===== src/hdl/scad_pkg.sv =====
// shared types, character codes and register indexes for the serial command decoder
package scad_pkg;

    // byte window depth and field widths
    localparam int unsigned WinLen    = 7;
    localparam int unsigned FillW     = 3;
    localparam int unsigned CfgIdxW   = 2;
    localparam int unsigned CfgDataW  = 16;
    localparam int unsigned InDataW   = 8;
    localparam int unsigned OutDataW  = 72;

    // frame characters
    localparam logic [7:0] ChDollar   = 8'h24;  // '$'
    localparam logic [7:0] ChA        = 8'h41;  // 'A'
    localparam logic [7:0] ChSeven    = 8'h37;  // '7'
    localparam logic [7:0] ChLf       = 8'h0A;  // line feed

    // command codes
    localparam logic [7:0] CmdMotor   = 8'h4D;  // 'M'
    localparam logic [7:0] CmdSteer   = 8'h44;  // 'D'
    localparam logic [7:0] CmdGps     = 8'h47;  // 'G'
    localparam logic [7:0] CmdCamera  = 8'h43;  // 'C'

    // sub codes
    localparam logic [7:0] SubBack    = 8'h21;  // '!'
    localparam logic [7:0] SubFwd     = 8'h25;  // '%'
    localparam logic [7:0] SubStop    = 8'h29;  // ')'
    localparam logic [7:0] SubOff     = 8'h30;  // '0'
    localparam logic [7:0] SubOn      = 8'h31;  // '1'
    localparam logic [7:0] SubCamA    = 8'h31;  // '1'
    localparam logic [7:0] SubCamB    = 8'h32;  // '2'
    localparam logic [7:0] SubCamEn   = 8'h33;  // '3'
    localparam logic [7:0] SubCamPwr  = 8'h35;  // '5'

    // enable flag bit positions
    localparam logic [1:0] FlagSteer  = 2'd0;
    localparam logic [1:0] FlagGps    = 2'd1;
    localparam logic [1:0] FlagCamEn  = 2'd2;
    localparam logic [1:0] FlagCamPwr = 2'd3;

    // reset values
    localparam logic [13:0] RstServoCenter = 14'd280;
    localparam logic [3:0]  RstServoStep   = 4'd5;
    localparam logic [7:0]  RstMotorGain   = 8'd146;
    localparam logic [15:0] RstStopDuty    = 16'd63;
    localparam logic [15:0] RstServo       = 16'd280;

    // configuration register indexes
    typedef enum logic [CfgIdxW-1:0] {
        CFG_SERVO_CENTER = 2'd0,
        CFG_SERVO_STEP   = 2'd1,
        CFG_MOTOR_GAIN   = 2'd2,
        CFG_STOP_DUTY    = 2'd3
    } t_cfg_idx;

    // configuration register set
    typedef struct packed {
        logic [13:0] servo_center;
        logic [3:0]  servo_step;
        logic [7:0]  motor_gain;
        logic [15:0] stop_duty;
    } t_cfg;

    // decoded frame from the byte window
    typedef struct packed {
        logic       match;
        logic [7:0] cmd;
        logic [7:0] sub;
        logic [7:0] val;
    } t_frame;

    // actuator register set
    typedef struct packed {
        logic [15:0] duty;
        logic [1:0]  dir;      // bit0 forward, bit1 backward
        logic [15:0] steer;
        logic [15:0] cam_a;
        logic [15:0] cam_b;
        logic [3:0]  flags;    // steer, gps, cam servos, camera power
    } t_act;

endpackage


===== src/hdl/scad_window.sv =====
// seven byte receive window with frame match detection
module scad_window (
    input  logic                  i_clk,
    input  logic                  i_rst_n,
    input  logic                  i_en,
    input  logic [7:0]            i_byte,
    output scad_pkg::t_frame      o_frame,
    output logic [scad_pkg::FillW-1:0] o_fill
);
    import scad_pkg::*;

    logic [7:0]       r_win [WinLen];
    logic [FillW-1:0] r_fill;
    logic             w_match;

    // frame match on line feed with a full window and the header in place
    assign w_match = (i_byte == ChLf) && (r_fill == FillW'(WinLen)) &&
                     (r_win[0] == ChDollar) && (r_win[1] == ChA) &&
                     (r_win[2] == ChSeven);

    assign o_frame.match = w_match;
    assign o_frame.cmd   = r_win[3];
    assign o_frame.sub   = r_win[4];
    assign o_frame.val   = r_win[5];
    assign o_fill        = r_fill;

    // shift in the new byte, or clear everything on a match
    always_ff @(posedge i_clk) begin
        if (!i_rst_n) begin
            r_fill <= '0;
            for (int i = 0; i < WinLen; i++) begin
                r_win[i] <= '0;
            end
        end else if (i_en) begin
            if (w_match) begin
                r_fill <= '0;
                for (int i = 0; i < WinLen; i++) begin
                    r_win[i] <= '0;
                end
            end else begin
                for (int i = 0; i < WinLen - 1; i++) begin
                    r_win[i] <= r_win[i+1];
                end
                r_win[WinLen-1] <= i_byte;
                if (r_fill != FillW'(WinLen)) begin
                    r_fill <= r_fill + FillW'(1);
                end
            end
        end
    end

endmodule


===== src/hdl/scad_actuator.sv =====
// actuator registers updated by decoded command frames
module scad_actuator (
    input  logic              i_clk,
    input  logic              i_rst_n,
    input  logic              i_en,
    input  scad_pkg::t_frame  i_frame,
    input  scad_pkg::t_cfg    i_cfg,
    output scad_pkg::t_act    o_act
);
    import scad_pkg::*;

    t_act        r_act;
    t_act        n_act;
    logic [15:0] w_motor;
    logic [11:0] w_servo_prod;
    logic [15:0] w_servo;

    // set or clear one flag on an on or off code, other codes leave it
    function automatic logic [3:0] set_flag(input logic [3:0] flags,
                                            input logic [1:0] pos,
                                            input logic [7:0] code);
        logic [3:0] res;
        res = flags;
        if (code == SubOn) begin
            res[pos] = 1'b1;
        end else if (code == SubOff) begin
            res[pos] = 1'b0;
        end
        return res;
    endfunction

    // motor duty and servo compare arithmetic
    assign w_motor      = {8'd0, i_cfg.motor_gain} * {8'd0, i_frame.val};
    assign w_servo_prod = {8'd0, i_cfg.servo_step} * {4'd0, i_frame.val};
    assign w_servo      = {2'd0, i_cfg.servo_center} + {4'd0, w_servo_prod};

    // command decode
    always_comb begin
        n_act = r_act;
        case (i_frame.cmd)
            CmdMotor: begin
                case (i_frame.sub)
                    SubBack: begin
                        n_act.dir  = 2'b10;
                        n_act.duty = w_motor;
                    end
                    SubFwd: begin
                        n_act.dir  = 2'b01;
                        n_act.duty = w_motor;
                    end
                    SubStop: begin
                        n_act.dir  = 2'b11;
                        n_act.duty = i_cfg.stop_duty;
                    end
                    default: ;
                endcase
            end
            CmdSteer: begin
                n_act.flags = set_flag(r_act.flags, FlagSteer, i_frame.sub);
                n_act.steer = w_servo;
            end
            CmdGps: begin
                n_act.flags = set_flag(r_act.flags, FlagGps, i_frame.sub);
            end
            CmdCamera: begin
                case (i_frame.sub)
                    SubCamA:   n_act.cam_a = w_servo;
                    SubCamB:   n_act.cam_b = w_servo;
                    SubCamEn:  n_act.flags = set_flag(r_act.flags, FlagCamEn, i_frame.val);
                    SubCamPwr: n_act.flags = set_flag(r_act.flags, FlagCamPwr, i_frame.val);
                    default: ;
                endcase
            end
            default: ;
        endcase
    end

    // register update on a matched frame
    always_ff @(posedge i_clk) begin
        if (!i_rst_n) begin
            r_act.duty  <= '0;
            r_act.dir   <= '0;
            r_act.steer <= RstServo;
            r_act.cam_a <= RstServo;
            r_act.cam_b <= RstServo;
            r_act.flags <= '1;
        end else if (i_en && i_frame.match) begin
            r_act <= n_act;
        end
    end

    assign o_act = r_act;

endmodule


===== src/hdl/serial_command_actuator_decoder_core.sv =====
// top level: input register, frame decode and actuator result registers
// an accepted byte updates the window and actuator registers as it passes on
// throughput: one byte per cycle when the result stage is free; the input register
//   feeds the window and actuator registers, which are the result on the output
// reset: synchronous active low, clears the window, sets actuator registers and
//   configuration to their defaults; no clearing pass, ready right after reset
module serial_command_actuator_decoder_core (
    input  logic                        i_clk,
    input  logic                        i_rst_n,
    // input stream
    input  logic                        i_s_tvalid,
    output logic                        o_s_tready,
    input  logic [scad_pkg::InDataW-1:0] i_s_tdata,  // [7:0] rx_byte
    input  logic                        i_s_tuser,  // [0] rx_error
    // result stream
    output logic                        o_m_tvalid,
    input  logic                        i_m_tready,
    // [15:0] motor_duty, [16] forward_pin, [17] backward_pin, [33:18] steer_servo,
    // [49:34] cam_servo_a, [65:50] cam_servo_b, [66] steer_enable, [67] gps_enable,
    // [68] cam_servo_enable, [69] camera_power, [71:70] zero
    output logic [scad_pkg::OutDataW-1:0] o_m_tdata,
    output logic                        o_m_tuser,  // [0] frame_done
    // configuration writes
    input  logic                        i_cfg_valid,
    output logic                        o_cfg_ready,
    input  logic [scad_pkg::CfgIdxW-1:0] i_cfg_index,
    input  logic [scad_pkg::CfgDataW-1:0] i_cfg_data
);
    import scad_pkg::*;

    logic             r_in_valid;
    logic [7:0]       r_in_byte;
    logic             r_in_err;
    logic             r_out_valid;
    logic             r_done;
    t_cfg             r_cfg;
    logic             w_out_free;
    logic             w_adv;
    logic             w_step;
    t_frame           w_frame;
    t_act             w_act;
    logic [FillW-1:0] w_fill;

    // handshake: the result stage frees when empty or being taken
    assign w_out_free  = !r_out_valid || i_m_tready;
    assign w_adv       = r_in_valid && w_out_free;
    assign w_step      = w_adv && !r_in_err;
    assign o_s_tready  = !r_in_valid || w_out_free;
    assign o_cfg_ready = 1'b1;

    // input register
    always_ff @(posedge i_clk) begin
        if (!i_rst_n) begin
            r_in_valid <= 1'b0;
        end else if (o_s_tready) begin
            r_in_valid <= i_s_tvalid;
        end
    end

    always_ff @(posedge i_clk) begin
        if (o_s_tready && i_s_tvalid) begin
            r_in_byte <= i_s_tdata;
            r_in_err  <= i_s_tuser;
        end
    end

    // result valid and frame done flag
    always_ff @(posedge i_clk) begin
        if (!i_rst_n) begin
            r_out_valid <= 1'b0;
            r_done      <= 1'b0;
        end else if (w_out_free) begin
            r_out_valid <= r_in_valid;
            if (w_adv) begin
                r_done <= w_step && w_frame.match;
            end
        end
    end

    // configuration registers
    always_ff @(posedge i_clk) begin
        if (!i_rst_n) begin
            r_cfg.servo_center <= RstServoCenter;
            r_cfg.servo_step   <= RstServoStep;
            r_cfg.motor_gain   <= RstMotorGain;
            r_cfg.stop_duty    <= RstStopDuty;
        end else if (i_cfg_valid) begin
            case (t_cfg_idx'(i_cfg_index))
                CFG_SERVO_CENTER: r_cfg.servo_center <= i_cfg_data[13:0];
                CFG_SERVO_STEP:   r_cfg.servo_step   <= i_cfg_data[3:0];
                CFG_MOTOR_GAIN:   r_cfg.motor_gain   <= i_cfg_data[7:0];
                CFG_STOP_DUTY:    r_cfg.stop_duty    <= i_cfg_data;
                default: ;
            endcase
        end
    end

    scad_window u_window (
        .i_clk   (i_clk),
        .i_rst_n (i_rst_n),
        .i_en    (w_step),
        .i_byte  (r_in_byte),
        .o_frame (w_frame),
        .o_fill  (w_fill)
    );

    scad_actuator u_actuator (
        .i_clk   (i_clk),
        .i_rst_n (i_rst_n),
        .i_en    (w_step),
        .i_frame (w_frame),
        .i_cfg   (r_cfg),
        .o_act   (w_act)
    );

    // result packing
    assign o_m_tvalid = r_out_valid;
    assign o_m_tuser  = r_done;
    assign o_m_tdata  = {2'b00, w_act.flags, w_act.cam_b, w_act.cam_a, w_act.steer,
                         w_act.dir, w_act.duty};

    // a completed frame leaves an empty window behind
    a_done_clears: assert property (@(posedge i_clk) disable iff (!i_rst_n)
        (o_m_tvalid && o_m_tuser) |-> (w_fill == '0))
        else $error("frame done with a non-empty window");

    // actuator state only moves when an item passes to the result stage
    a_hold_state: assert property (@(posedge i_clk) disable iff (!i_rst_n)
        !w_adv |=> $stable(o_m_tdata))
        else $error("actuator state changed without a transfer");

    // every item passed on shows up as a result in the next cycle
    a_adv_valid: assert property (@(posedge i_clk) disable iff (!i_rst_n)
        w_adv |=> o_m_tvalid)
        else $error("item lost between input and result stage");

    // an errored byte never completes a frame
    a_err_no_done: assert property (@(posedge i_clk) disable iff (!i_rst_n)
        (w_adv && r_in_err) |=> !o_m_tuser)
        else $error("errored byte flagged a frame");

endmodule

===== config.mk =====
export PLATFORM = sky130hd
export DESIGN_NAME = serial_command_actuator_decoder_core
export DESIGN_NICKNAME = d
export VERILOG_FILES = /design/src/hdl/scad_pkg.sv /design/src/hdl/scad_window.sv /design/src/hdl/scad_actuator.sv /design/src/hdl/serial_command_actuator_decoder_core.sv
export SDC_FILE = /design/constraint.sdc
export NUM_CORES = 1
export LEC_CHECK = 0
export ABC_AREA = 1
export BUFFER_PORTS_ARGS = -buffer_cell sky130_fd_sc_hd__buf_2
export CORE_MARGIN = 2
export CORE_UTILIZATION = 50
export CTS_BUF_LIST = sky130_fd_sc_hd__clkbuf_16
export DETAILED_ROUTE_END_ITERATION = 6
export PLACE_DENSITY = 0.69
export SLEW_MARGIN = 30
export SYNTH_ARGS = -nofsm -noshare
export SYNTH_HDL_FRONTEND = slang
export SYNTH_HIERARCHICAL = 1
export SYNTH_SLANG_ARGS = --single-unit

===== constraint.sdc =====
create_clock -name i_clk -period 5.2 [get_ports i_clk]
set_clock_uncertainty 0.1 [all_clocks]
set_input_delay 0.52 -clock i_clk [delete_from_list [all_inputs] [get_ports i_clk]]
set_output_delay 0.52 -clock i_clk [all_outputs]
set_load 0.03 [all_outputs]

==> impl_metrics.ini, run 1 <==
[worst_setup_path]
critPathLaunchType = flop
crit_fanout = 15
path_class = flop to flop
critical_path.slowest_cell = edfxtp_1
cp.required_ns = 5.47
slowest_delay_ns = 0.69
end_kind = flop
path_delay_family = adder cells
path_buf_inv = 3
r2r_end = u_actuator/o_act[64]
r2r_setup_slack_ns = 0.73
crit_path_cell_trace = nand2_1 > fa_1 > fa_1 > inv_1 > fa_1 > inv_1 > fa_1 > inv_1 > ha_1 > nand2_1 > nand2_1 > nand2_1 > nand2_1 > a21oi_1 > xnor2_1 > nand2_1 > a21oi_1
cpMostUsedCell = nand2_1
critPathArrivalTime_ns = 4.73
rr_startpoint = u_window/r_win[5][6]
reg2reg_depth = 17

[flow_run]
max-cap-violations = 0

[synth]
synth_area_um2 = 11100
synth_top_area_share_pct = 22.2
synth-seq-area-share_pct = 37.6
ys_types = 41
muxShareOfSynthArea_pct = 0
yosys_register_bits = 180
synth_edf_count = 57
syn_area_per_cell_um2 = 7.76
yosys.area.top_type = dfxtp_1
synthAdderAreaFrac_pct = 17.0
yosysWarnings = 6
synth_compound_area_share_pct = 8.59
synth_top_family_by_area = simple AND/OR/NAND/NOR gates
synthCells = 1431
postSynth.asyncResetShare_pct = 0
ys_top_cells_by_area = dfxtp_1 22%, edfxtp_1 15%, nand2_1 11%
synthXorXnorAreaFrac_pct = 1.18
synth_top_flop_cell = dfxtp_1
synth_simple_gate_area_share_pct = 22.4

[power]
sw_frac_of_total_pct = 28.3
p_leak_uw = 0.00640
intPower_uw = 2520
pwr-share-seq_pct = 43.8
vdd_drop_max_mv = 0.264
power_frac_clock_pct = 39.7
p_comb_share_pct = 16.5
power.density_nw_per_um2 = 286
power_switching_uw = 996

[hold_path]
hold_end = r_in_byte[1]
hold_class = input pin to flop
hold_depth = 1
hp-start = i_s_tdata[1]

[clock_network]
clk_path_buf_depth = 2
root_buffer = clkbuf_16
clock_sinks = 180
clkTransAtPathRegs_ns = 0.07
holdBufCountCts = 0
htreeDepth = 4
cts_setup_buffers = 0
insertion_delay_ns = 0.43
tritoncts = done
cts_resized = 0
numCtsBuffers = 17

[detailed_routing]
vias = 9193
drc = 0
drt-initial-drc-count = 657
wl_per_cell_um = 15.0
drt_pass1_iterations = 5
drt-total-wl_um = 26800
ant_nets = 0
via_per_inst = 5.14

[die]
io_pins = 108
rows = 54
coreArea_um2 = 21800
start_util_pct = 50.9
die-area_um2 = 23400
fp.dieW_um = 153
dieHeight_um = 153

[run_status]
status = complete, no violations

[global_route]
met1_usage_pct = 30.7
grt_use_met2_pct = 39.2
use_met3_pct = 3.09
grt_busiest_layer = met2
track_usage_pct = 23.2
grt_pass1_wl_um = 43900
grt-ovfl-total = 0
grt_max_degree = 57
antenna_found_initial = 0
grt_pass1_vias = 8913

[layout]
final_core_util_pct = 56.4
synthToLayoutAreaGrowth_pct = 10.8
fin_nets = 1644
mostFrequentLayoutCells = 320 x nand2_1, 273 x inv_1, 162 x nor2_1
drive_above_1_share_pct = 12.0
n_antenna_cell = 0
n_fill_cell = 2045
final_common_cell = nand2_1

[sta]
finalCriticalPeriod_ns = 4.47
fin_tns_setup_ns = 0
hold_viol = 0
max_slew_margin_pct = 37.7
setup_viol = 0
holdWs_ns = 0.160
slew_violations = 0
rsz0062_at_grt = no
worst_pin_slew_ns = 0.934
fmax_mhz = 224
finalCritPeriodShare_pct = 85.9

[place]
routabilityCongestion = 0.940
io_buffers = 101
hpwl_um = 20000
power groups by stage:
stage / logic, uW / clock network, uW / registers (uW)
after floorplan: 451 / 0 / 1540
after global placement: 574 / 0 / 1570
after global routing: 666 / 1470 / 1550
final: 582 / 1400 / 1540
after detailed placement: 579 / 0 / 1570
after CTS: 585 / 1410 / 1540
synthesized netlist by cell type (2+ instances only):
cell and count:
a21oi_1 79, a31oi_1 7, buf_2 16, buf_4 15, buf_6 5, clkbuf_1 21, clkbuf_2 5, clkinv_1 2
conb_1 3, dfxtp_1 123, edfxtp_1 57, fa_1 57, ha_1 60, inv_1 273, inv_2 13, nand2_1 321
nand3_1 61, nand3_2 8, nand4_1 13, nor2_1 162, nor2_2 9, nor2_4 3, nor3_1 4, nor3_2 4
o211ai_1 22, o21a_1 7, o21ai_0 35, o21ai_1 19, or2_2 2, xnor2_1 9, xor2_1 6
registers in the layout, indices dropped and copies added, names as in the netlist:
signal,flops
u_window/r_win,56
r_cfg,42
u_actuator/o_act,67
u_window/o_fill,3
r_in_valid,1
r_in_err,1
o_m_tvalid,1
r_in_byte,8
o_m_tuser,1
cell families (layout without fill, tap and decap cells):
kind of cell,count (synthesis),count (layout)
AND/OR/NAND/NOR,592,592
buffers and inverters,352,426
flip-flops,180,180
AO/OA/AOI/OAI,172,172
adder cells (fa/ha/maj),117,117
XOR/XNOR,15,15
other,3,6
per-stage QoR:
| step | total power [uW] | cells | cell area, um^2 | setup slack [ns] |
|---|---|---|---|---|
| after floorplan | 2000 | 1434 | 11100 | 1.00 |
| after global placement | 2140 | 1756 | 11600 | 0.811 |
| after detailed placement | 2150 | 1756 | 11600 | 0.750 |
| after CTS | 3540 | 1788 | 12300 | 0.740 |
| after global routing | 3680 | 1788 | 12300 | 0.382 |
| final | 3520 | 1788 | 12300 | 0.731 |
routing by layer:
layer	vias up	share of wire, %
met4	0	2.5
met3	40	4.7
met2	237	48
met1	4376	45
li1	4540	-
met5	-	0
final cells by class:
type                            count  area [um^2]  share of cell area, %
Clock buffer                       21          526                   4.27
Timing Repair Buffer              106          543                   4.41
Inverter                          288         1080                   8.79
Clock inverter                     11          129                   1.05
Tap cell                          280          350                   2.85
Sequential cell                   180         4170                   33.9
Multi-Input combinational cell    902         5500                   44.7
how the worst max path moves through the flow:
stage | end | startpoint | cells past startpoint | slack [ns]
4_1_cts | u_actuator/o_act[64] | u_window/r_win[5][7] | 17 | 0.74
6_report | u_actuator/o_act[64] | u_window/r_win[5][6] | 17 | 0.73
3_5_place_dp | u_actuator/o_act[64] | u_window/r_win[5][7] | 17 | 0.75
2_1_floorplan | u_actuator/o_act[63] | u_window/r_win[5][7] | 17 | 1.00
3_3_place_gp | u_actuator/o_act[64] | u_window/r_win[5][6] | 17 | 0.81
5_1_grt | u_actuator/o_act[64] | u_window/r_win[5][7] | 17 | 0.38
(Power assumes the default switching activity.)
==> run 2, diff against run 1 <==
- BUFFER_PORTS_ARGS: -buffer_cell sky130_fd_sc_hd__buf_2 -> -buffer_cell sky130_fd_sc_hd__buf_4
==> run 2 against run 1 <==
  * Critical path depth is the same
  * Combinational power grew 2%
  * Sequential share of layout area shrank 0.47 points
  * Via count shrank 0.95%
  * Worst hold slack lost 0.0017 ns
  * Power shrank 3.4%
  * Sequential power is essentially flat
  * Critical path type unchanged
  * Largest cell class unchanged
  * Largest power group unchanged
  * Highest routed layer unchanged
==> impl_metrics.ini, run 2 (same netlist as run 1, synthesis figures left out) <==
[sta]
slew_violations = 0
worst_pin_slew_ns = 0.958
final.setup.worst_slack_ns = 0.675
rsz0062_at_grt = no
finalCriticalPeriod_ns = 4.53
setup_viol = 0
finalCritPeriodShare_pct = 87.0
holdWs_ns = 0.158
fmax_mhz = 221
max_slew_margin_pct = 35.8
fin_tns_setup_ns = 0
hold_viol = 0

[detailed_routing]
drt-initial-drc-count = 544
vias = 9106
wl_per_cell_um = 14.8
drt_pass1_iterations = 5
drt-total-wl_um = 26500
ant_nets = 0
via_per_inst = 5.09
drc = 0

[hold_path]
hold_end = r_in_byte[2]
hold_class = input pin to flop
hold_depth = 1
hp-start = i_s_tdata[2]

[global_route]
track_usage_pct = 22.9
grt_pass1_wl_um = 43200
grt_pass1_vias = 8715
grt_max_degree = 57
grt-ovfl-total = 0
antenna_found_initial = 0

[power]
p_leak_uw = 0.00642
vdd_drop_max_mv = 0.216
power.density_nw_per_um2 = 273

[worst_setup_path]
rr_startpoint = u_window/r_win[5][6]
reg2reg_depth = 17
slowest_delay_ns = 0.70
cp.required_ns = 5.44
path_class = flop to flop
r2r_end = u_actuator/o_act[69]
critPathArrivalTime_ns = 4.76
crit_fanout = 15
path_buf_inv = 3
end_kind = flop
r2r_setup_slack_ns = 0.67
critPathLaunchType = flop
crit_path_cell_trace = nand2_1 > fa_1 > fa_1 > inv_1 > fa_1 > inv_1 > fa_1 > inv_1 > ha_1 > nand2_1 > nor2_1 > nand3_1 > nand3_1 > nand2_1 > nand3_1 > nand2_1 > a21oi_1
path_delay_family = adder cells
critical_path.slowest_cell = edfxtp_1

[layout]
drive_above_1_share_pct = 11.9
largest_reg_flops = 67
mostFrequentLayoutCells = 320 x nand2_1, 273 x inv_1, 162 x nor2_1
synthToLayoutAreaGrowth_pct = 12.3
n_antenna_cell = 0
final_common_cell = nand2_1
fin_nets = 1644

[clock_network]
cts_setup_buffers = 0
tritoncts = done
htreeDepth = 4
numCtsBuffers = 17
clk_path_buf_depth = 2
holdBufCountCts = 0
cts_resized = 0
clock_sinks = 180
root_buffer = clkbuf_16
insertion_delay_ns = 0.43
clkTransAtPathRegs_ns = 0.07

[place]
routabilityCongestion = 0.931
io_buffers = 101
hpwl_um = 20200
post-place-ws_ns = 0.754

[die]
dieHeight_um = 153
start_util_pct = 50.9
rows = 54
die-area_um2 = 23400
fp.dieW_um = 153
coreArea_um2 = 21800
io_pins = 108

[run_status]
status = complete, no violations

[flow_run]
max-cap-violations = 0
-- run 2: cell count changes in the layout (fill, tap and decap cells not counted) --
| cell | before | now |
|---|---|---|
| buf_4 | 5 | 106 |
| clkinv_2 | 1 | 2 |
| inv_6 | 3 | 4 |
| buf_2 | 101 | 0 |
| clkbuf_16 | 21 | 17 |
| inv_4 | 1 | 2 |
| clkinv_1 | 2 | 4 |
| clkinvlp_4 | 1 | 0 |
-- run 2: stage by stage --
stage	power [uW]	utilization, %	cells	cell area [um^2]
floorplan	2000	-	1434	11100
global placement	2150	54.5	1756	11900
detailed placement	2160	54.5	1756	11900
CTS	3430	57.2	1788	12500
global route	3570	57.2	1788	12500
finish	3400	57.2	1788	12500
-- run 2: how the worst max path moves through the flow --
stage / start / end / slack, ns / cells after the start
finish: u_window/r_win[5][6] / u_actuator/o_act[69] / 0.67 / 17
global route: u_window/r_win[5][6] / u_actuator/o_act[64] / 0.37 / 17
CTS: u_window/r_win[5][7] / u_actuator/o_act[69] / 0.73 / 16
detailed placement: u_window/r_win[5][7] / u_actuator/o_act[64] / 0.75 / 17
global placement: u_window/r_win[5][7] / u_actuator/o_act[68] / 0.82 / 19
floorplan: u_window/r_win[5][7] / u_actuator/o_act[63] / 1.00 / 17
-- run 2: routing by layer --
| layer | vias up | routed length [um] | share of wire, % | track usage (%) |
|---|---|---|---|---|
| met5 | - | 0 | 0 | 0 |
| met4 | 0 | 655 | 2.5 | 7.98 |
| met3 | 47 | 1200 | 4.5 | 3.40 |
| met2 | 227 | 12800 | 48 | 37.5 |
| met1 | 4300 | 11900 | 45 | 31.2 |
| li1 | 4532 | - | - | - |
-- run 2: worst register-to-register path, stage by stage, from the launching register on --
cell      delay, ns
edfxtp_1       0.70
nand2_1        0.16
fa_1           0.51
fa_1           0.55
inv_1          0.06
fa_1           0.54
inv_1          0.06
fa_1           0.54
inv_1          0.04
ha_1           0.36
nand2_1        0.11
nor2_1         0.15
nand3_1        0.14
nand3_1        0.11
nand2_1        0.06
nand3_1        0.06
nand2_1        0.07
a21oi_1        0.12
-- run 2: where the power goes --
part           internal [uW]  total [uW]  switching (uW)
logic                    208         594             386
registers               1490        1540            47.0
clock network            711        1270             556
-- run 2: area by class of cell --
type / instances / area [um^2]
clock inverter: 15 / 149
timing repair buffer: 106 / 796
sequential: 180 / 4170
multi-input combinational: 902 / 5500
inverter: 288 / 1080
clock buffer: 17 / 425
tap: 280 / 350
fill: 2041 / 9350
==> run 3, diff against run 2 <==
==> constraint.sdc (replaced) <==
create_clock -name i_clk -period 5.2 [get_ports i_clk]
set_clock_uncertainty 0.1 [all_clocks]
set_input_delay 0.78 -clock i_clk [delete_from_list [all_inputs] [get_ports i_clk]]
set_output_delay 0.78 -clock i_clk [all_outputs]
set_load 0.03 [all_outputs]
==> run 3 against run 2 <==
  * Combinational power about the same
  * Clock-buffer cell count unchanged
  * Register-to-register slack about the same
  * Non-clock buffer count increased by 1
  * Power decreased by 1.7%
  * Via count about the same
  * Worst hold slack improved by 0.20 ns
  * Worst setup slack improved by 0.0058 ns
  * Critical path depth unchanged
  * Critical path type unchanged
  * Critical endpoint is now u_actuator/o_act[64]
  * Largest cell class unchanged
==> impl_metrics.ini, run 3 (same netlist as run 1, synthesis figures left out) <==
[power]
design_power_total_uw = 3340
p_leak_uw = 0.00639
vdd_drop_max_mv = 0.234
power.density_nw_per_um2 = 268

[global_route]
grt-ovfl-total = 0
track_usage_pct = 23.1
use_met3_pct = 2.81
grt_busiest_layer = met2
grt_max_degree = 57
met1_usage_pct = 31.4
grt_use_met2_pct = 38.3
antenna_found_initial = 0
grt_pass1_wl_um = 43700
grt_pass1_vias = 8758

[detailed_routing]
wl_per_cell_um = 15.0
vias = 9111
drc = 0
drt_pass1_iterations = 6
drt-total-wl_um = 26800
via_per_inst = 5.09
drt-initial-drc-count = 676
ant_nets = 0

[die]
coreArea_um2 = 21800
io_pins = 108
rows = 54
die-area_um2 = 23400
dieHeight_um = 153
fp.dieW_um = 153
start_util_pct = 50.9

[worst_setup_path]
end_kind = flop
crit_fanout = 15
path_class = flop to flop
critPathArrivalTime_ns = 4.78
critPathLaunchType = flop
critical_path.slowest_cell = edfxtp_1
reg2reg_depth = 17
cpMostUsedCell = nand2_1
crit_path_cell_trace = nand2_1 > fa_1 > fa_1 > inv_1 > fa_1 > inv_1 > fa_1 > inv_1 > ha_1 > nand2_1 > nand2_1 > nand2_1 > nand2_1 > a21oi_1 > xnor2_1 > nand2_1 > a21oi_1
cp.required_ns = 5.46
r2r_setup_slack_ns = 0.68
rr_startpoint = u_window/r_win[5][7]
r2r_end = u_actuator/o_act[64]
slowest_delay_ns = 0.68

[clock_network]
cts_resized = 0
clk_path_buf_depth = 2
insertion_delay_ns = 0.43
tritoncts = done
holdBufCountCts = 0
clock_sinks = 180
root_buffer = clkbuf_16
cts_setup_buffers = 0
numCtsBuffers = 17
clkTransAtPathRegs_ns = 0.07
htreeDepth = 4

[place]
routabilityCongestion = 0.930
post-place-ws_ns = 0.712
io_buffers = 101
hpwl_um = 20200

[layout]
multiInputGateArea_um2 = 5500
n_antenna_cell = 0
seq_area_um2 = 4170
final_common_cell = nand2_1
mostFrequentLayoutCells = 320 x nand2_1, 273 x inv_1, 162 x nor2_1
fin_nets = 1645
n_fill_cell = 1988
final_core_util_pct = 57.1
synthToLayoutAreaGrowth_pct = 12.2
largest_reg_flops = 67
drive_above_1_share_pct = 11.9

[sta]
finalCritPeriodShare_pct = 86.9
setup_viol = 0
finalCriticalPeriod_ns = 4.52
final.setup.worst_slack_ns = 0.680
hold_viol = 0
fmax_mhz = 221
max_slew_margin_pct = 35.6
rsz0062_at_grt = no
worst_pin_slew_ns = 0.960
fin_tns_setup_ns = 0
slew_violations = 0
holdWs_ns = 0.361

[hold_path]
hold_depth = 2
hold_class = flop to flop
hold_end = u_actuator/o_act[3]
hp-start = u_actuator/o_act[3]

[run_status]
status = complete, no violations

[flow_run]
max-cap-violations = 0
==> run 3: metal layers <==
layer	part of all wire (%)	vias to the layer above
li1	-	4536
met1	45	4299
met2	48	238
met3	4.9	38
met4	2.7	0
met5	0	-
==> run 3: stage by stage <==
| stage | instances | area, um^2 |
|---|---|---|
| 3_3_place_gp | 1757 | 11900 |
| 3_5_place_dp | 1757 | 11900 |
| 4_1_cts | 1789 | 12500 |
| 5_1_grt | 1789 | 12500 |
| 2_1_floorplan | 1434 | 11100 |
| 6_report | 1789 | 12500 |
==> run 3: how the worst max path moves through the flow <==
stage                           endpoint  slack, ns                  from
global route        u_actuator/o_act[68]       0.41  u_window/r_win[5][7]
finish              u_actuator/o_act[64]       0.68  u_window/r_win[5][7]
CTS                 u_actuator/o_act[64]       0.72  u_window/r_win[5][7]
detailed placement  u_actuator/o_act[64]       0.71  u_window/r_win[5][7]
global placement    u_actuator/o_act[68]       0.82  u_window/r_win[5][7]
floorplan           u_actuator/o_act[63]       1.00  u_window/r_win[5][7]
==> run 3: worst max-delay path: cells and delay by family (launching register included) <==
family | cells | cell delay (ns)
AO/OA/AOI/OAI | 2 | 0.32
adder cells (fa/ha/maj) | 5 | 2.51
AND/OR/NAND/NOR | 6 | 0.54
XOR/XNOR | 1 | 0.14
flip-flops | 1 | 0.68
buffers and inverters | 3 | 0.16
==> run 3: power by group <==
group          switching [uW]  internal (uW)
Combinational             385            209
Sequential               47.5           1490
Clock                     585            625
==> run 3: cell type report <==
class	count	area share, %
well taps	280	2.81
multi-input cells	902	44.1
clock inverters	15	1.02
clock buffers	17	3.41
flip-flops and latches	180	33.5
inverters	288	8.67
repair buffers	107	6.45
